File: src/hdl/ecs_ram.sv
// ----------------------------------------------------------------------------
// ecs_ram
// Generic single-port RAM with registered read.
// ----------------------------------------------------------------------------
module ecs_ram #(
    parameter int WIDTH = 8,
    parameter int DEPTH = 256
) (
    input  logic                     i_clk,
    input  logic                     i_we,
    input  logic [$clog2(DEPTH)-1:0] i_addr,
    input  logic [WIDTH-1:0]         i_wdata,
    output logic [WIDTH-1:0]         o_rdata
);
    logic [WIDTH-1:0] r_mem [DEPTH];

    always_ff @(posedge i_clk) begin
        if (i_we) begin
            r_mem[i_addr] <= i_wdata;
        end
        o_rdata <= r_mem[i_addr];
    end
endmodule

File: config.mk
export PLATFORM = sky130hd
export DESIGN_NAME = ecs_ram
export DESIGN_NICKNAME = d
export VERILOG_FILES = /design/src/hdl/ecs_ram.sv
export SDC_FILE = /design/constraint.sdc
export NUM_CORES = 2
export LEC_CHECK = 0
export BUFFER_PORTS_ARGS = -buffer_cell sky130_fd_sc_hd__buf_2
export CAP_MARGIN = 20
export CORE_ASPECT_RATIO = 0.9
export CORE_MARGIN = 2
export CORE_UTILIZATION = 60
export CTS_BUF_LIST = sky130_fd_sc_hd__clkbuf_16
export DETAILED_ROUTE_END_ITERATION = 7
export PLACE_DENSITY = 0.87
export SLEW_MARGIN = 20
export SYNTH_ARGS = -nofsm -noshare
export SYNTH_HDL_FRONTEND = slang
export SYNTH_SLANG_ARGS = --single-unit
File: constraint.sdc
create_clock -name i_clk -period 6 [get_ports i_clk]
set_clock_uncertainty 0.05 [all_clocks]
set_input_delay 1.2 -clock i_clk [delete_from_list [all_inputs] [get_ports i_clk]]
set_output_delay 1.2 -clock i_clk [all_outputs]
set_load 0.05 [all_outputs]
After elaboration in Yosys (flattened, before gate mapping) --
Memories as Yosys holds them, arrays and structs flattened. A register that Yosys moved wholly into a read port is not among the register bits. Cells that the tools add are included. W data, S select, Z words.
Storage, ports and cells: bits in writable memories 2048, register bits 0, input port bits 18, bits in latches 0, memories 1, logic and storage cells 3, memory bits (read-only) 0, output and inout port bits 8
Operators by class: div/mod/pow operators 0, magnitude comparators 0, add/subtract/negate cells 0, shift operators 0, multiply operators 0, bitwise logic cells 0, reduce and logical (&&, ||, !) cells 0, equal/unequal tests 0, mux-type cells 2
Memories:
- r_mem | depth 256, width 8, rd ports 1, clocked after Yosys merged registers in 1, write ports 1, RTL line 15 | logic [WIDTH-1:0] r_mem [DEPTH];
Operators by type and width (count):
- $mux W1 | 2

Logic depth before layout (Yosys ltp) --
word-level depth 2, depth in mapped cells 10, depth with buffers taken out 5

Worst setup path after synthesis --
OpenSTA, ideal clock, no wires.
path kind input to register, start point in i_addr[1], end point mem r_mem[111][0], enable pin, stages on the path 9, path buffers 5, slack 2.531 ns, required time 5.580 ns, arrival 3.049 ns, setup time 0.370 ns, cells stage by stage buf_2 > clkbuf_1 > clkbuf_1 > nand2_1 > buf_2 > nor2_1 > nand2_1 > clkbuf_1 > nor2_1
RTL lines:
- from (decl) | RTL line 11 | input logic [$clog2(DEPTH)-1:0] i_addr,
- to (decl) | RTL line 15
No word-level cell before the write port.

==> summary.md <==
• **status** finished, final reports clean
• **RSZ-0062 raised after global routing** false
• **width of the chip** 385 um
• **logic gate share of total power** 0.048
• **Avg WL per Cell** 37.9 um
• **placed cell count** 5170
• **clock share of power** 0.405
• **critical path start-end classification** input port to flip-flop
• **unique cell type count in the Yosys netlist** 22
• **grt ovf** 0
• **Least-Margin Pin Slew** 1.25 ns
• **Placeable Area** 0.129 mm^2
• **instance area after placement** 0.0809 mm^2
• **placer's final routability congestion estimate** 0.839
• **Root Buffer** sky130_fd_sc_hd__clkbuf_16
• **share of final-layout standard cells stronger than drive strength 1** 0.242
• **post-route cell area** 0.0869 mm^2
• **clock slew seen by the registers of the worst setup and hold paths** 0.07 ns
• **vias** 41200
• **minimum clock period after layout** 4.32 ns
• **Slew Viols, Final** 0
• **class of the tightest hold or removal check** input port to flip-flop
• **xor-xnor portion of the synthesized cell area** 0
• **TNS Setup** 0 ns
• **required time reported for the critical path endpoint** 6.60 ns
• **register share of total power** 0.548
• **height of the die** 347 um
• **number of fill cells** 7280
• **Worst VDD drop** 0.426 mV
• **buffers inserted during post-CTS setup optimization** 0
• **Max-Slew Margin vs Limit** 0.157
• **switching part of the total** 0.217
• **number of core rows** 125
• **first-pass GRT wire length** 299000 um
• **biggest area consumer among synthesized cells** sky130_fd_sc_hd__edfxtp_1
• **share of the cycle needed by the critical path after routing** 0.720
• **number of buffers on the longest clock path** 3
• **combinational family with the most area after synthesis** multiplexers
• **number of storage elements in the synthesis netlist** 2056
• **net count of the mapped netlist** 3565
• **count of final setup violators** 0
• **sequential share of the synthesized area** 0.786
• **synthesized area per cell** 22.1 um^2
• **total of cells resized after clock tree synthesis** 0
• **TritonCTS clock tree** done
• **Final Hold Violating Endpoints** 0
• **total power consumption of the routed design** 29.0 mW
• **area delta synth->final** 10.7%
• **non-filler instance count after layout** 5513
• **H-tree levels** 4
• **DP Wirelength** 111000 um
• **Synthesis Warnings** 0
• **detailed-route wire length** 209000 um
• **worst-path fanout max** 71
• **WP data arrival** 4.92 ns
• **fraction of synthesized area in multiplexers** 0.147
• **Int Pwr** 22.7 mW
• **initial antenna violation count** 11
• **largest net degree at the start of global routing** 174
• **drt drc** 0
• **Post-Synthesis Cell Area** 0.0785 mm^2
• **DIE AREA** 0.134 mm^2
• **post-DR vias/cell** 7.47
• **effective utilization at floorplan** 0.606
• **Hold-fix buffers, CTS** 0
• **number of optimization iterations in the first detailed-route pass** 8
• **LEAKAGE** 26.6 nW
• **adder-cell share of the synthesized area** 0
• **layout net count** 3659
• **kind of start point of the critical path** input port
• **number of clock sinks** 2056
• **Clk Latency, worst-skew pair** 0.84 ns
• **Cell Pwr Density** 333 mW/mm^2
• **Boundary Pins** 26
• **max frequency** 232 MHz
• **number of global-route vias before repair** 41100
• **post-synth top area share** 0.783
• **count of mapped cells out of synthesis** 3547
• **Synth Area in Compound Gates** 0.0362
• **combined global-route utilization of all metal layers** 0.316
• **drt initial violations** 7654
• **total of buffers placed on input and output ports** 25
• **kind of end point of the critical path** flip-flop
• **Switch Pwr** 6.27 mW
• **area fraction in and, or, nand and nor cells after synthesis** 0.0173
• **number of nets with antenna violations after detailed routing** 0
• **max_cap viols** 0
• **ranking of synthesized cells by area** sky130_fd_sc_hd__edfxtp_1 (78%), sky130_fd_sc_hd__mux4_2 (15%), sky130_fd_sc_hd__a22oi_1 (2.4%)
• **number of CTS-inserted buffers** 181
flip-flops by register name, indices dropped and copies added, names as in the netlist:
| signal | count |
|---|---|
| r_mem | 2048 |
| o_rdata | 8 |
metrics by stage:
stage               setup WS [ns]  hold slack [ns]   util
finish                       1.68            0.831  0.671
global route                 1.73            0.853  0.671
CTS                          1.74            0.896  0.670
detailed placement           1.01            0.856  0.625
global placement            0.920            0.875  0.625
floorplan                    2.53            0.769      -
logic make-up after synthesis:
logic type,Yosys count
muxes,512
and+or+nand+nor,330
DFF,2056
buffers and inverters,233
AOI/OAI and AO/OA,416
worst max-delay path, cell delays in order:
cell and delay [ns]:
sky130_fd_sc_hd__buf_8 0.52, sky130_fd_sc_hd__buf_4 0.64, sky130_fd_sc_hd__buf_4 0.42, sky130_fd_sc_hd__mux4_2 0.38, sky130_fd_sc_hd__a22oi_1 0.27, sky130_fd_sc_hd__a21oi_1 0.19, sky130_fd_sc_hd__o41ai_1 0.99, sky130_fd_sc_hd__nand4_1 0.19
worst paths after layout:
path,start,endpoint,slack [ns],cells after the start
max reg2reg,r_mem[59][0]$_DFFE_PP_,o_rdata[0]$_DFF_P_,3.00,5
max,i_addr[1],o_rdata[5]$_DFF_P_,1.68,8
min reg2reg,r_mem[208][7]$_DFFE_PP_,o_rdata[7]$_DFF_P_,0.94,5
min,i_wdata[7],r_mem[145][7]$_DFFE_PP_,0.83,1
final cells by class:
class | instances | area, um^2 | area share
antenna | 4 | 10.0 | 0.000115
clock buffer | 188 | 4700 | 0.0541
clock inverter | 149 | 1120 | 0.0129
inverter | 1 | 3.75 | 0.0000432
multi-input combinational | 1258 | 15900 | 0.183
sequential | 2056 | 61700 | 0.710
tap | 1714 | 2140 | 0.0247
timing repair buffer | 143 | 1390 | 0.0160
synth_stat cells (all sizes together):
library cell,instances
a21oi,128
a22oi,256
and2,3
buf,87
clkbuf,145
dfxtp,8
edfxtp,2048
inv,1
mux4,512
nand2,28
nand2b,6
nand3,13
nand4,8
nor2,232
nor2b,7
nor3,30
o41ai,32
or2,2
or3,1
power by group through the flow:
stage          Clock, mW  Sequential [mW]  Combinational [mW]
2_1_floorplan          0             16.2               0.703
3_3_place_gp           0             16.2                1.25
3_5_place_dp           0             16.2                1.31
4_1_cts             11.7             15.9                1.34
5_1_grt             12.2             15.9                1.42
6_report            11.7             15.9                1.38
metal layers:
metal / vias to the layer above / routed length, um / part of all wire / track usage
met5: - / 60 / 0.00029 / 0
met2: 4205 / 102000 / 0.49 / 0.501
met3: 670 / 29500 / 0.14 / 0.0889
met4: 10 / 9920 / 0.048 / 0.128
li1: 15300 / - / - / -
met1: 21100 / 67500 / 0.32 / 0.421
cells in the final DEF, fill, tap and decap left out, types with 7 or more instances in the layout:
cell type	instances
sky130_fd_sc_hd__mux4_2	512
sky130_fd_sc_hd__o41ai_2	7
sky130_fd_sc_hd__buf_12	20
sky130_fd_sc_hd__nor3_2	8
sky130_fd_sc_hd__dfxtp_1	8
sky130_fd_sc_hd__clkbuf_16	188
sky130_fd_sc_hd__nand2_1	28
sky130_fd_sc_hd__inv_1	57
sky130_fd_sc_hd__bufinv_16	17
sky130_fd_sc_hd__a21oi_1	128
sky130_fd_sc_hd__nor3_1	22
sky130_fd_sc_hd__clkinv_2	24
sky130_fd_sc_hd__nand3_1	13
sky130_fd_sc_hd__nor2_1	229
sky130_fd_sc_hd__o41ai_1	25
sky130_fd_sc_hd__a22oi_1	256
sky130_fd_sc_hd__edfxtp_1	2048
sky130_fd_sc_hd__buf_4	94
sky130_fd_sc_hd__clkinv_1	42
sky130_fd_sc_hd__buf_2	17
sky130_fd_sc_hd__clkbuf_8	8
sky130_fd_sc_hd__nand4_1	8
No activity file was read; power rests on OpenSTA's default activity.
