$ cat config.mk
export PLATFORM = sky130hd
export DESIGN_NAME = ecs_alu
export DESIGN_NICKNAME = d
export VERILOG_FILES = /design/src/hdl/ecs_pkg.sv /design/src/hdl/ecs_alu.sv
export SDC_FILE = /design/constraint.sdc
export NUM_CORES = 1
export LEC_CHECK = 0
export BUFFER_PORTS_ARGS = -buffer_cell sky130_fd_sc_hd__buf_2
export CAP_MARGIN = 20
export CORE_ASPECT_RATIO = 1.1
export CORE_MARGIN = 3
export CORE_UTILIZATION = 39
export DETAILED_ROUTE_END_ITERATION = 12
export GPL_TIMING_DRIVEN = 1
export PLACE_DENSITY = 0.67
export SETUP_SLACK_MARGIN = 0.05
export SLEW_MARGIN = 5
export SYNTH_ARGS = -nofsm -noshare
export SYNTH_HDL_FRONTEND = slang
export SYNTH_SLANG_ARGS = --single-unit
$ cat constraint.sdc
create_clock -name vclk -period 4.3
set_clock_uncertainty 0.15 [all_clocks]
set_input_delay 0.86 -clock vclk [all_inputs]
set_output_delay 0.86 -clock vclk [all_outputs]
set_load 0.03 [all_outputs]
$ cat src/hdl/ecs_pkg.sv
// ----------------------------------------------------------------------------
// ecs_pkg
// Shared constants and types of the 8080 subset core.
// ----------------------------------------------------------------------------
package ecs_pkg;
    localparam int ADDR_BITS = 16;
    localparam int MEM_DEPTH = 1 << ADDR_BITS;

    localparam logic [1:0] CMD_WRITE = 2'd0;
    localparam logic [1:0] CMD_EXEC  = 2'd1;
    localparam logic [1:0] CMD_READ  = 2'd2;

    localparam logic [1:0] ST_OK     = 2'd0;
    localparam logic [1:0] ST_UNIMPL = 2'd1;
    localparam logic [1:0] ST_HALTED = 2'd2;

    localparam logic [7:0] OP_NOP   = 8'h00;
    localparam logic [7:0] OP_DCRB  = 8'h05;
    localparam logic [7:0] OP_MVIB  = 8'h06;
    localparam logic [7:0] OP_MVIC  = 8'h0e;
    localparam logic [7:0] OP_LXID  = 8'h11;
    localparam logic [7:0] OP_INXD  = 8'h13;
    localparam logic [7:0] OP_LDAXD = 8'h1a;
    localparam logic [7:0] OP_LXIH  = 8'h21;
    localparam logic [7:0] OP_INXH  = 8'h23;
    localparam logic [7:0] OP_MVIH  = 8'h26;
    localparam logic [7:0] OP_DADH  = 8'h29;
    localparam logic [7:0] OP_LXISP = 8'h31;
    localparam logic [7:0] OP_MVIM  = 8'h36;
    localparam logic [7:0] OP_MOVLA = 8'h6f;
    localparam logic [7:0] OP_MOVMA = 8'h77;
    localparam logic [7:0] OP_MOVAH = 8'h7c;
    localparam logic [7:0] OP_JNZ   = 8'hc2;
    localparam logic [7:0] OP_JMP   = 8'hc3;
    localparam logic [7:0] OP_RET   = 8'hc9;
    localparam logic [7:0] OP_CALL  = 8'hcd;
    localparam logic [7:0] OP_PUSHD = 8'hd5;
    localparam logic [7:0] OP_PUSHH = 8'he5;
    localparam logic [7:0] OP_CPI   = 8'hfe;

    typedef enum logic [1:0] {
        ALU_ADD16 = 2'd0,
        ALU_SUB8  = 2'd1,
        ALU_DEC8  = 2'd2
    } t_alu_op;

    typedef struct packed {
        t_alu_op     op;
        logic [15:0] a;
        logic [15:0] b;
    } t_alu_req;

    typedef struct packed {
        logic [15:0] res;
        logic        cy;
        logic [3:0]  zsp;
    } t_alu_rsp;
endpackage

$ cat src/hdl/ecs_alu.sv
// ----------------------------------------------------------------------------
// ecs_alu
// Shared adder/subtractor with flag generation.
// ----------------------------------------------------------------------------
module ecs_alu (
    input  ecs_pkg::t_alu_req i_req,
    output ecs_pkg::t_alu_rsp o_rsp
);
    logic [16:0] sum;
    logic [7:0]  r8;

    always_comb begin
        sum = 17'd0;
        case (i_req.op)
            ecs_pkg::ALU_ADD16: sum = {1'b0, i_req.a} + {1'b0, i_req.b};
            ecs_pkg::ALU_SUB8:  sum = {9'd0, i_req.a[7:0]} - {9'd0, i_req.b[7:0]};
            ecs_pkg::ALU_DEC8:  sum = {9'd0, i_req.a[7:0]} - 17'd1;
            default:            sum = 17'd0;
        endcase
        r8 = sum[7:0];
        o_rsp.res = sum[15:0];
        o_rsp.cy  = (i_req.op == ecs_pkg::ALU_ADD16) ? sum[16] :
                    (i_req.a[7:0] < i_req.b[7:0]);
        o_rsp.zsp = {1'b0, ~^r8, r8[7], r8 == 8'd0};
    end
endmodule

Word level (Yosys, flattened, before mapping)
Cells that the tools add are included.

cells by class
  mux-type cells = 2
  eq/ne operators = 2
  reductions and logical operators = 3
  $lt $le $gt $ge = 1
  add/sub/neg operators = 3

operator list
  cell                 number
  $pmux 17 s3          1
  $add 16x16->17       1
  $sub 8x1->9 const B  1
  $sub 8x8->9          1
  $logic_not 8->1      1
  $lt 8x8->1           1
  $reduce_xnor 8->1    1
  $eq 2x1->1 const B   1
  $eq 2x2->1 const B   1
  $logic_not 2->1      1
  $mux 1               1

word-level totals
  output and inout port bits = 21
  word-level logic and storage cells = 11
  flip-flop bits (word level) = 0
  input bits = 34

Depth between registers and ports, before layout
Gate-level depths: netlist of the first run.

  word-level depth = 3
  mapped depth = 12
  mapped depth without buffers = 12

Least setup slack after synthesis of the first run
OpenSTA, ideal clock, no wires.

  path type = input port to output port
  start = in i_req[16] in the netlist's numbering
  end = out o_rsp[2] in the netlist's numbering
  cell stages on the path = 12
  data required time = 3,290 ps
  slack = -237 ps
  path buffers = 0
  arrival = 3,527 ps
  cells stage by stage = inv_1 -> ha_1 -> fa_1 -> nand2b_1 -> a21oi_1 -> nor4b_1 -> a2111oi_2 -> mux2i_1 -> o21a_1 -> ha_1 -> xnor2_1 -> xnor2_1

RTL lines
  what                line          RTL
  start: declaration  ecs_alu.sv:6  input ecs_pkg::t_alu_req i_req,
  end: declaration    ecs_alu.sv:7  output ecs_pkg::t_alu_rsp o_rsp

==> results of run 1 <==
-- worst min-delay path, stage by stage --
cell	delay, ns
buf_2	0.28
o22ai_1	0.14
buf_2	0.17
-- report_power, final --
group	leakage (nW)	internal, mW	switching, mW
clock network	0	0	0
logic	1.20	0.230	0.281
registers	0	0	0
-- area by class of cell --
type                            count  area [sq um]  share of cell area
Tap cell                           54          67.6              0.0265
Inverter                           24          97.6              0.0383
Timing Repair Buffer               92           581               0.228
Multi-Input combinational cell    205          1800               0.707
-- routing by layer --
layer  up-vias  wire length (microns)
met4         0                    128
met2        80                   2840
li1       1044                      -
met5         -                      0
met3        12                    313
met1       957                   2240
-- Yosys cell counts, types with 5 or more instances --
cell type / count
nor2_1: 21
o22ai_1: 5
inv_1: 21
nand3_1: 6
o21bai_1: 5
nand2_1: 8
xor2_1: 8
ha_1: 30
o21ai_1: 5
nor3_1: 6
xnor2_1: 8
o21ai_0: 9
a21oi_1: 19
-- placed cells by master (no fill, tap or decap), types with 3 or more instances in the layout --
cell type / count
a21oi_1: 17
and3_1: 3
buf_2: 50
buf_4: 39
ha_1: 24
ha_2: 3
ha_4: 3
inv_1: 18
inv_2: 4
nand2_1: 8
nand2b_1: 3
nand3_1: 6
nand4_1: 4
nor2_1: 21
nor2_2: 3
nor2b_1: 3
nor3_1: 6
o211ai_1: 3
o21a_1: 3
o21ai_0: 6
o21ai_1: 5
o21ai_2: 3
o21bai_1: 5
o22a_1: 3
o22ai_1: 4
or3_1: 3
xnor2_1: 4
xnor2_2: 3
xor2_1: 8
-- per-stage QoR --
step | cells | area, sq um | TNS [ns] | hold slack [ns] | utilization
6_report | 375 | 2550 | 0 | 2.17 | 0.586
5_1_grt | 375 | 2550 | -0.0704 | 2.20 | 0.586
4_1_cts | 374 | 2390 | -0.127 | 2.17 | 0.549
3_5_place_dp | 373 | 2290 | -0.305 | 2.17 | 0.528
3_3_place_gp | 373 | 2290 | -0.210 | 2.18 | 0.528
2_1_floorplan | 240 | 1780 | 0 | 1.91 | -
-- repair_timing --
action / CTS / global route
pin swaps: 8 / 12
gates resized for setup: 16 / 33
setup endpoints to repair: 2 / 3
setup buffers: 1 / 2
-- final timing paths --
check	startpoint	end	slack, ns	depth (start not counted)
hold / removal	i_req[33]	o_rsp[9]	2.17	3
setup / recovery	i_req[4]	o_rsp[2]	0.04	13
-- logic make-up (layout without fill, tap and decap cells) --
logic type      count (synthesis)  after routing
compound gates                 77             77
xor+xnor                       16             16
fa+ha+maj                      32             32
buf+inv                        35            116
mux                             4              4
other cells                     1              1
simple gates                   75             75
==> impl_metrics.tcl, run 1 <==
set metrics [dict create \
    portBuffers 54 \
    synth.largest_area_cell "ha_1" \
    synth_compound_area_frac 0.324 \
    via_count 2093 \
    rsz0062_at_grt "true" \
    fillCellCount 407 \
    die-area_sq_um 5380 \
    clkbuf_count 0 \
    crit_type "in -> out" \
    cp_max_fo 4 \
    grtUsageTotal 0.193 \
    synth_nets 306 \
    max_freq_mhz 235 \
    synthXorXnorAreaFrac 0.0792 \
    dp_hpwl_microns 4440 \
    synth.avg_cell_area_sq_um 7.38 \
    worst_slack_ns 0.0404 \
    synthMuxAreaShare 0.0240 \
    grtUsageMet1 0.246 \
    viasPerCell 5.58 \
    crit_buf_inv 3 \
    chipWidth_microns 70.2 \
    ys_types 66 \
    die_h_microns 76.7 \
    design_power_total_mw 0.511 \
    status "finished clean" \
    min_period_ns 4.26 \
    leakagePower_nw 1.20 \
    hold_class "in -> out" \
    drive_gt1_frac 0.436 \
    synth_simple_gate_area_frac 0.230 \
    cts_hold_buffers 0 \
    grt_first_pass_wirelength_microns 8890 \
    wl_per_cell_microns 14.7 \
    pre_cts_ws_ns -0.305 \
    synth_top_area_share 0.212 \
    cp_top_family "compound AO/OA/AOI/OAI gates" \
    dr.pass1.iters 4 \
    synth_warnings 0 \
    synth_fa_ha_area_frac 0.235 \
    drcViolationCount 0 \
    seq_cell_count 0 \
    vdd_drop_max_v 0.000295 \
    use_met2 0.348 \
    critPathSlowestCell "ha_1" \
    grt.busiest_layer "met2" \
    drt_iter0_drc 116 \
    slew_viol_final 0 \
    place_congestion 0.927 \
    ant_nets 0 \
    crit_path_end_kind "output pin" \
    register_area_sq_um 0 \
    ys_seq_area_frac 0 \
    n_antenna_cell 0 \
    io_pins 55 \
    max_stage_delay_ns 0.34 \
    cp_cell_sequence "buf_2, inv_1, ha_1, nor2_2, o211ai_1, and2_4, o22ai_1, xor2_1, o22a_1, ha_4, xnor2_4, xnor2_2, buf_6" \
    row_count 25 \
    start_util 0.407 \
    hold_viol 0 \
    overflow 0 \
    synth_top_family_by_area "compound AO/OA/AOI/OAI gates" \
    start_kind "input port" \
    grt_pass1_vias 2012 \
    p_per_area_nw_per_um2 201 \
    totalWireLength_microns 5530 \
    finalCritPeriodShare 0.991 \
    syn-cell-area_sq_um 1770 \
    fin_nets 389 \
    grt_use_met3 0.00917 \
    antenna_found_initial 0 \
    ys_top_cells_by_area "ha_1, a21oi_1, inv_1" \
    drv_cap 0 \
    syn_to_final_growth_pct 43.9 \
    setup_viol_count_final 0 \
    critPathRequiredTime_ns 3.29 \
    core_area_sq_um 4350 \
    grt_max_degree 20 \
    worst_ep_arrival_time_ns 3.25 \
    synthCells 240 \
]
Note: power is estimated with default switching activity, not from simulation.
==> run 2: changes to the inputs <==
--- a/config.mk
+++ b/config.mk
@@ -6,13 +6,12 @@
 export NUM_CORES = 1
 export LEC_CHECK = 0
 export BUFFER_PORTS_ARGS = -buffer_cell sky130_fd_sc_hd__buf_2
-export CAP_MARGIN = 20
 export CORE_ASPECT_RATIO = 1.1
 export CORE_MARGIN = 3
 export CORE_UTILIZATION = 39
 export DETAILED_ROUTE_END_ITERATION = 12
 export GPL_TIMING_DRIVEN = 1
-export PLACE_DENSITY = 0.67
+export PLACE_DENSITY = 0.75
 export SETUP_SLACK_MARGIN = 0.05
 export SLEW_MARGIN = 5
 export SYNTH_ARGS = -nofsm -noshare
==> impl_metrics.tcl, run 2 (synthesis gave the netlist of run 1 again) <==
set metrics [dict create \
    status "finished with violations" \
    failed_checks "negative setup slack" \
    dr.pass1.iters 4 \
    finalCritPeriodShare 1.01 \
    grt_first_pass_wirelength_microns 8970 \
    min_period_ns 4.35 \
    most-common-layout-cells "buf_2, buf_4, ha_1" \
    via_count 2163 \
    p_per_area_nw_per_um2 204 \
    layout_commonest_cell "buf_2" \
    grt_max_degree 20 \
    setup_viol_count_final 1 \
    cp_top_family "XOR/XNOR gates" \
    max_stage_delay_ns 0.27 \
    drt_iter0_drc 127 \
    slew_viol_final 0 \
    place_congestion 0.860 \
    wl_per_cell_microns 15.2 \
    critPathSlowestCell "xor2_1" \
    row_count 25 \
    io_pins 55 \
    overflow 0 \
    max_freq_mhz 230 \
    fin_nets 393 \
    post-route-util 0.579 \
    syn_to_final_growth_pct 42.1 \
    dp_hpwl_microns 4550 \
    leakagePower_nw 1.21 \
    start_util 0.407 \
    pre_cts_ws_ns -0.232 \
    crit_path_end_kind "output pin" \
    die-area_sq_um 5380 \
    rsz0062_at_grt "true" \
    worst_ep_arrival_time_ns 3.34 \
    drive_gt1_frac 0.412 \
    portBuffers 54 \
    start_kind "input port" \
    viasPerCell 5.71 \
    totalWireLength_microns 5770 \
    worst_slack_ns -0.0473 \
    cp_cell_sequence "buf_2, inv_1, ha_1, nor2b_1, o211ai_1, and2_4, buf_4, o22ai_1, xor2_1, o22a_1, ha_4, xnor2_4, xnor2_2, buf_6" \
    hold_viol 0 \
    cts_hold_buffers 0 \
    hold_class "in -> out" \
    critPathRequiredTime_ns 3.29 \
    drcViolationCount 0 \
    clkbuf_count 0 \
    die_h_microns 76.7 \
    vdd_drop_max_v 0.000306 \
    seq_cell_count 0 \
    drv_cap 0 \
    register_area_sq_um 0 \
    antenna_found_initial 0 \
    n_antenna_cell 0 \
    cp_max_fo 2 \
    chipWidth_microns 70.2 \
    core_area_sq_um 4350 \
    crit_type "in -> out" \
    ant_nets 0 \
    grt_pass1_vias 2048 \
    crit_buf_inv 4 \
    hold_ws_ns 2.18 \
    fillCellCount 379 \
    grtUsageTotal 0.195 \
]
[run 2: layout make-up]
type | instances | area [sq um] | area share
multi-input combinational | 205 | 1750 | 0.694
timing repair buffer | 96 | 609 | 0.242
inverter | 24 | 92.6 | 0.0368
tap | 54 | 67.6 | 0.0269
[run 2: per-stage QoR]
stage / cell area, sq um / power (mW) / TNS, ns / cells
floorplan: 1780 / 0.301 / 0 / 240
global placement: 2310 / 0.416 / -0.170 / 375
detailed placement: 2310 / 0.425 / -0.232 / 375
CTS: 2440 / 0.488 / 0 / 375
global route: 2520 / 0.551 / -0.140 / 379
finish: 2520 / 0.513 / -0.0473 / 379
[run 2: what timing repair did]
action / in CTS / in global routing
pin swaps: 6 / 8
buffers inserted: 1 / 4
resized for setup: 21 / 13
endpoints found under the setup margin: 1 / 5
[run 2: path summary, 6_finish.rpt]
| check | startpoint | to | depth (start not counted) |
|---|---|---|---|
| worst min-delay path | i_req[31] | o_rsp[4] | 7 |
| worst max-delay path | i_req[1] | o_rsp[2] | 14 |
[run 2: power breakdown]
part / switching [mW] / internal (mW)
sequential: 0 / 0
combinational: 0.281 / 0.232
clock: 0 / 0
[run 2: routing by layer]
metal	track usage	share of wire	vias up
met5	0	0	-
met4	0.0326	0.022	0
met3	0.0105	0.048	12
met2	0.360	0.50	81
met1	0.248	0.43	1012
li1	-	-	1058
==> run 3: changes to the inputs <==
--- a/config.mk
+++ b/config.mk
@@ -5,13 +5,14 @@
 export SDC_FILE = /design/constraint.sdc
 export NUM_CORES = 1
 export LEC_CHECK = 0
-export BUFFER_PORTS_ARGS = -buffer_cell sky130_fd_sc_hd__buf_2
+export BUFFER_PORTS_ARGS = -buffer_cell sky130_fd_sc_hd__buf_4
 export CORE_ASPECT_RATIO = 1.1
 export CORE_MARGIN = 3
 export CORE_UTILIZATION = 39
 export DETAILED_ROUTE_END_ITERATION = 12
 export GPL_TIMING_DRIVEN = 1
 export PLACE_DENSITY = 0.75
+export RECOVER_POWER = 50
 export SETUP_SLACK_MARGIN = 0.05
 export SLEW_MARGIN = 5
 export SYNTH_ARGS = -nofsm -noshare
==> impl_metrics.tcl, run 3 (synthesis gave the netlist of run 1 again) <==
set metrics [dict create \
    crit_path_end_kind "output pin" \
    dp_hpwl_microns 4390 \
    grt_pass1_vias 1948 \
    n_antenna_cell 0 \
    critPathSlowestCell "fa_2" \
    drive_gt1_frac 0.438 \
    drt_iter0_drc 159 \
    register_area_sq_um 0 \
    rsz0062_at_grt "true" \
    viasPerCell 5.87 \
    ant_nets 0 \
    dr.pass1.iters 5 \
    place_congestion 0.878 \
    drcViolationCount 0 \
    layout_commonest_cell "buf_4" \
    max_freq_mhz 235 \
    fin_tns_setup_ns 0 \
    totalWireLength_microns 6110 \
    cp_cell_sequence "buf_6, ha_4, inv_2, fa_2, o21bai_4, a21oi_2, nor4_2, a2111oi_4, mux2i_1, o21a_1, ha_4, xnor2_4, xnor2_2, buf_6" \
    critPathRequiredTime_ns 3.29 \
    grt_max_degree 20 \
    syn_to_final_growth_pct 53.2 \
    grt_first_pass_wirelength_microns 8900 \
    p_per_area_nw_per_um2 202 \
    chipWidth_microns 70.2 \
    max_stage_delay_ns 0.41 \
    seq_cell_count 0 \
    most-common-layout-cells "buf_4, ha_1, nor2_1" \
    finalCritPeriodShare 0.990 \
    die_h_microns 76.7 \
    fin_nets 388 \
    relSlewSlack 0.665 \
    vdd_drop_max_v 0.000330 \
    crit_buf_inv 3 \
    drv_cap 0 \
    worst_ep_arrival_time_ns 3.25 \
    fillCellCount 340 \
    row_count 25 \
    status "finished clean" \
    crit_type "in -> out" \
    leakagePower_nw 1.23 \
    min_period_ns 4.26 \
    cp_max_fo 3 \
    wl_per_cell_microns 16.3 \
    die-area_sq_um 5380 \
    worstMarginPinSlew_ns 0.500 \
    clkbuf_count 0 \
    portBuffers 54 \
    io_pins 55 \
    final_cells 374 \
    start_kind "input port" \
    setup_viol_count_final 0 \
    slew_viol_final 0 \
    cts_hold_buffers 0 \
    grtUsageTotal 0.195 \
    core_area_sq_um 4350 \
    hold_viol 0 \
    start_util 0.407 \
    via_count 2195 \
    dp.cells 370 \
    hold_class "in -> out" \
    overflow 0 \
    cp_top_family "adder cells" \
    design_power_total_mw 0.548 \
    antenna_found_initial 0 \
]
## run 3: cell types whose count changed in the layout (fill, tap and decap cells not counted), sizes merged
cell / before / now
buf: 96 / 89
clkbuf: 0 / 2
clkinvlp: 0 / 1
inv: 24 / 23
## run 3: path summary, 6_finish.rpt
check | start | to | slack, ns | depth (start not counted)
worst max-delay path | i_req[0] | o_rsp[2] | 0.04 | 14
worst min-delay path | i_req[33] | o_rsp[10] | 2.06 | 3
## run 3: area by class of cell
type | instances | area, sq um | area share
Multi-Input combinational cell | 205 | 1840 | 0.679
Timing Repair Buffer | 91 | 703 | 0.259
Tap cell | 54 | 67.6 | 0.0249
Inverter | 24 | 101 | 0.0374
## run 3: power by group
part           internal (mW)  leakage (nW)  switching (mW)
registers                  0             0               0
logic                  0.252          1.23           0.295
clock network              0             0               0
## run 3: timing repair
action                                  CTS  global route
resized for setup                        17            37
endpoints found under the setup margin    1             3
buffers inserted                          2             3
pin swaps                                 8            22
## run 3: per-stage QoR
stage	utilization	hold WS (ns)	setup slack, ns	area, sq um
6_report	0.624	2.06	0.0415	2710
4_1_cts	0.581	2.05	-0.0413	2530
3_5_place_dp	0.554	2.05	-0.159	2410
2_1_floorplan	-	1.91	0.102	1780
3_3_place_gp	0.554	2.05	-0.113	2410
5_1_grt	0.624	2.08	-0.0701	2710
## run 3: metal layers
layer	part of all wire	global-route usage	routed length (microns)	vias to the layer above
met2	0.50	0.338	3070	134
met1	0.41	0.264	2500	1011
met5	0	0	0	-
li1	-	-	-	1041
met4	0.0079	0.0326	48	0
met3	0.082	0.0144	502	9
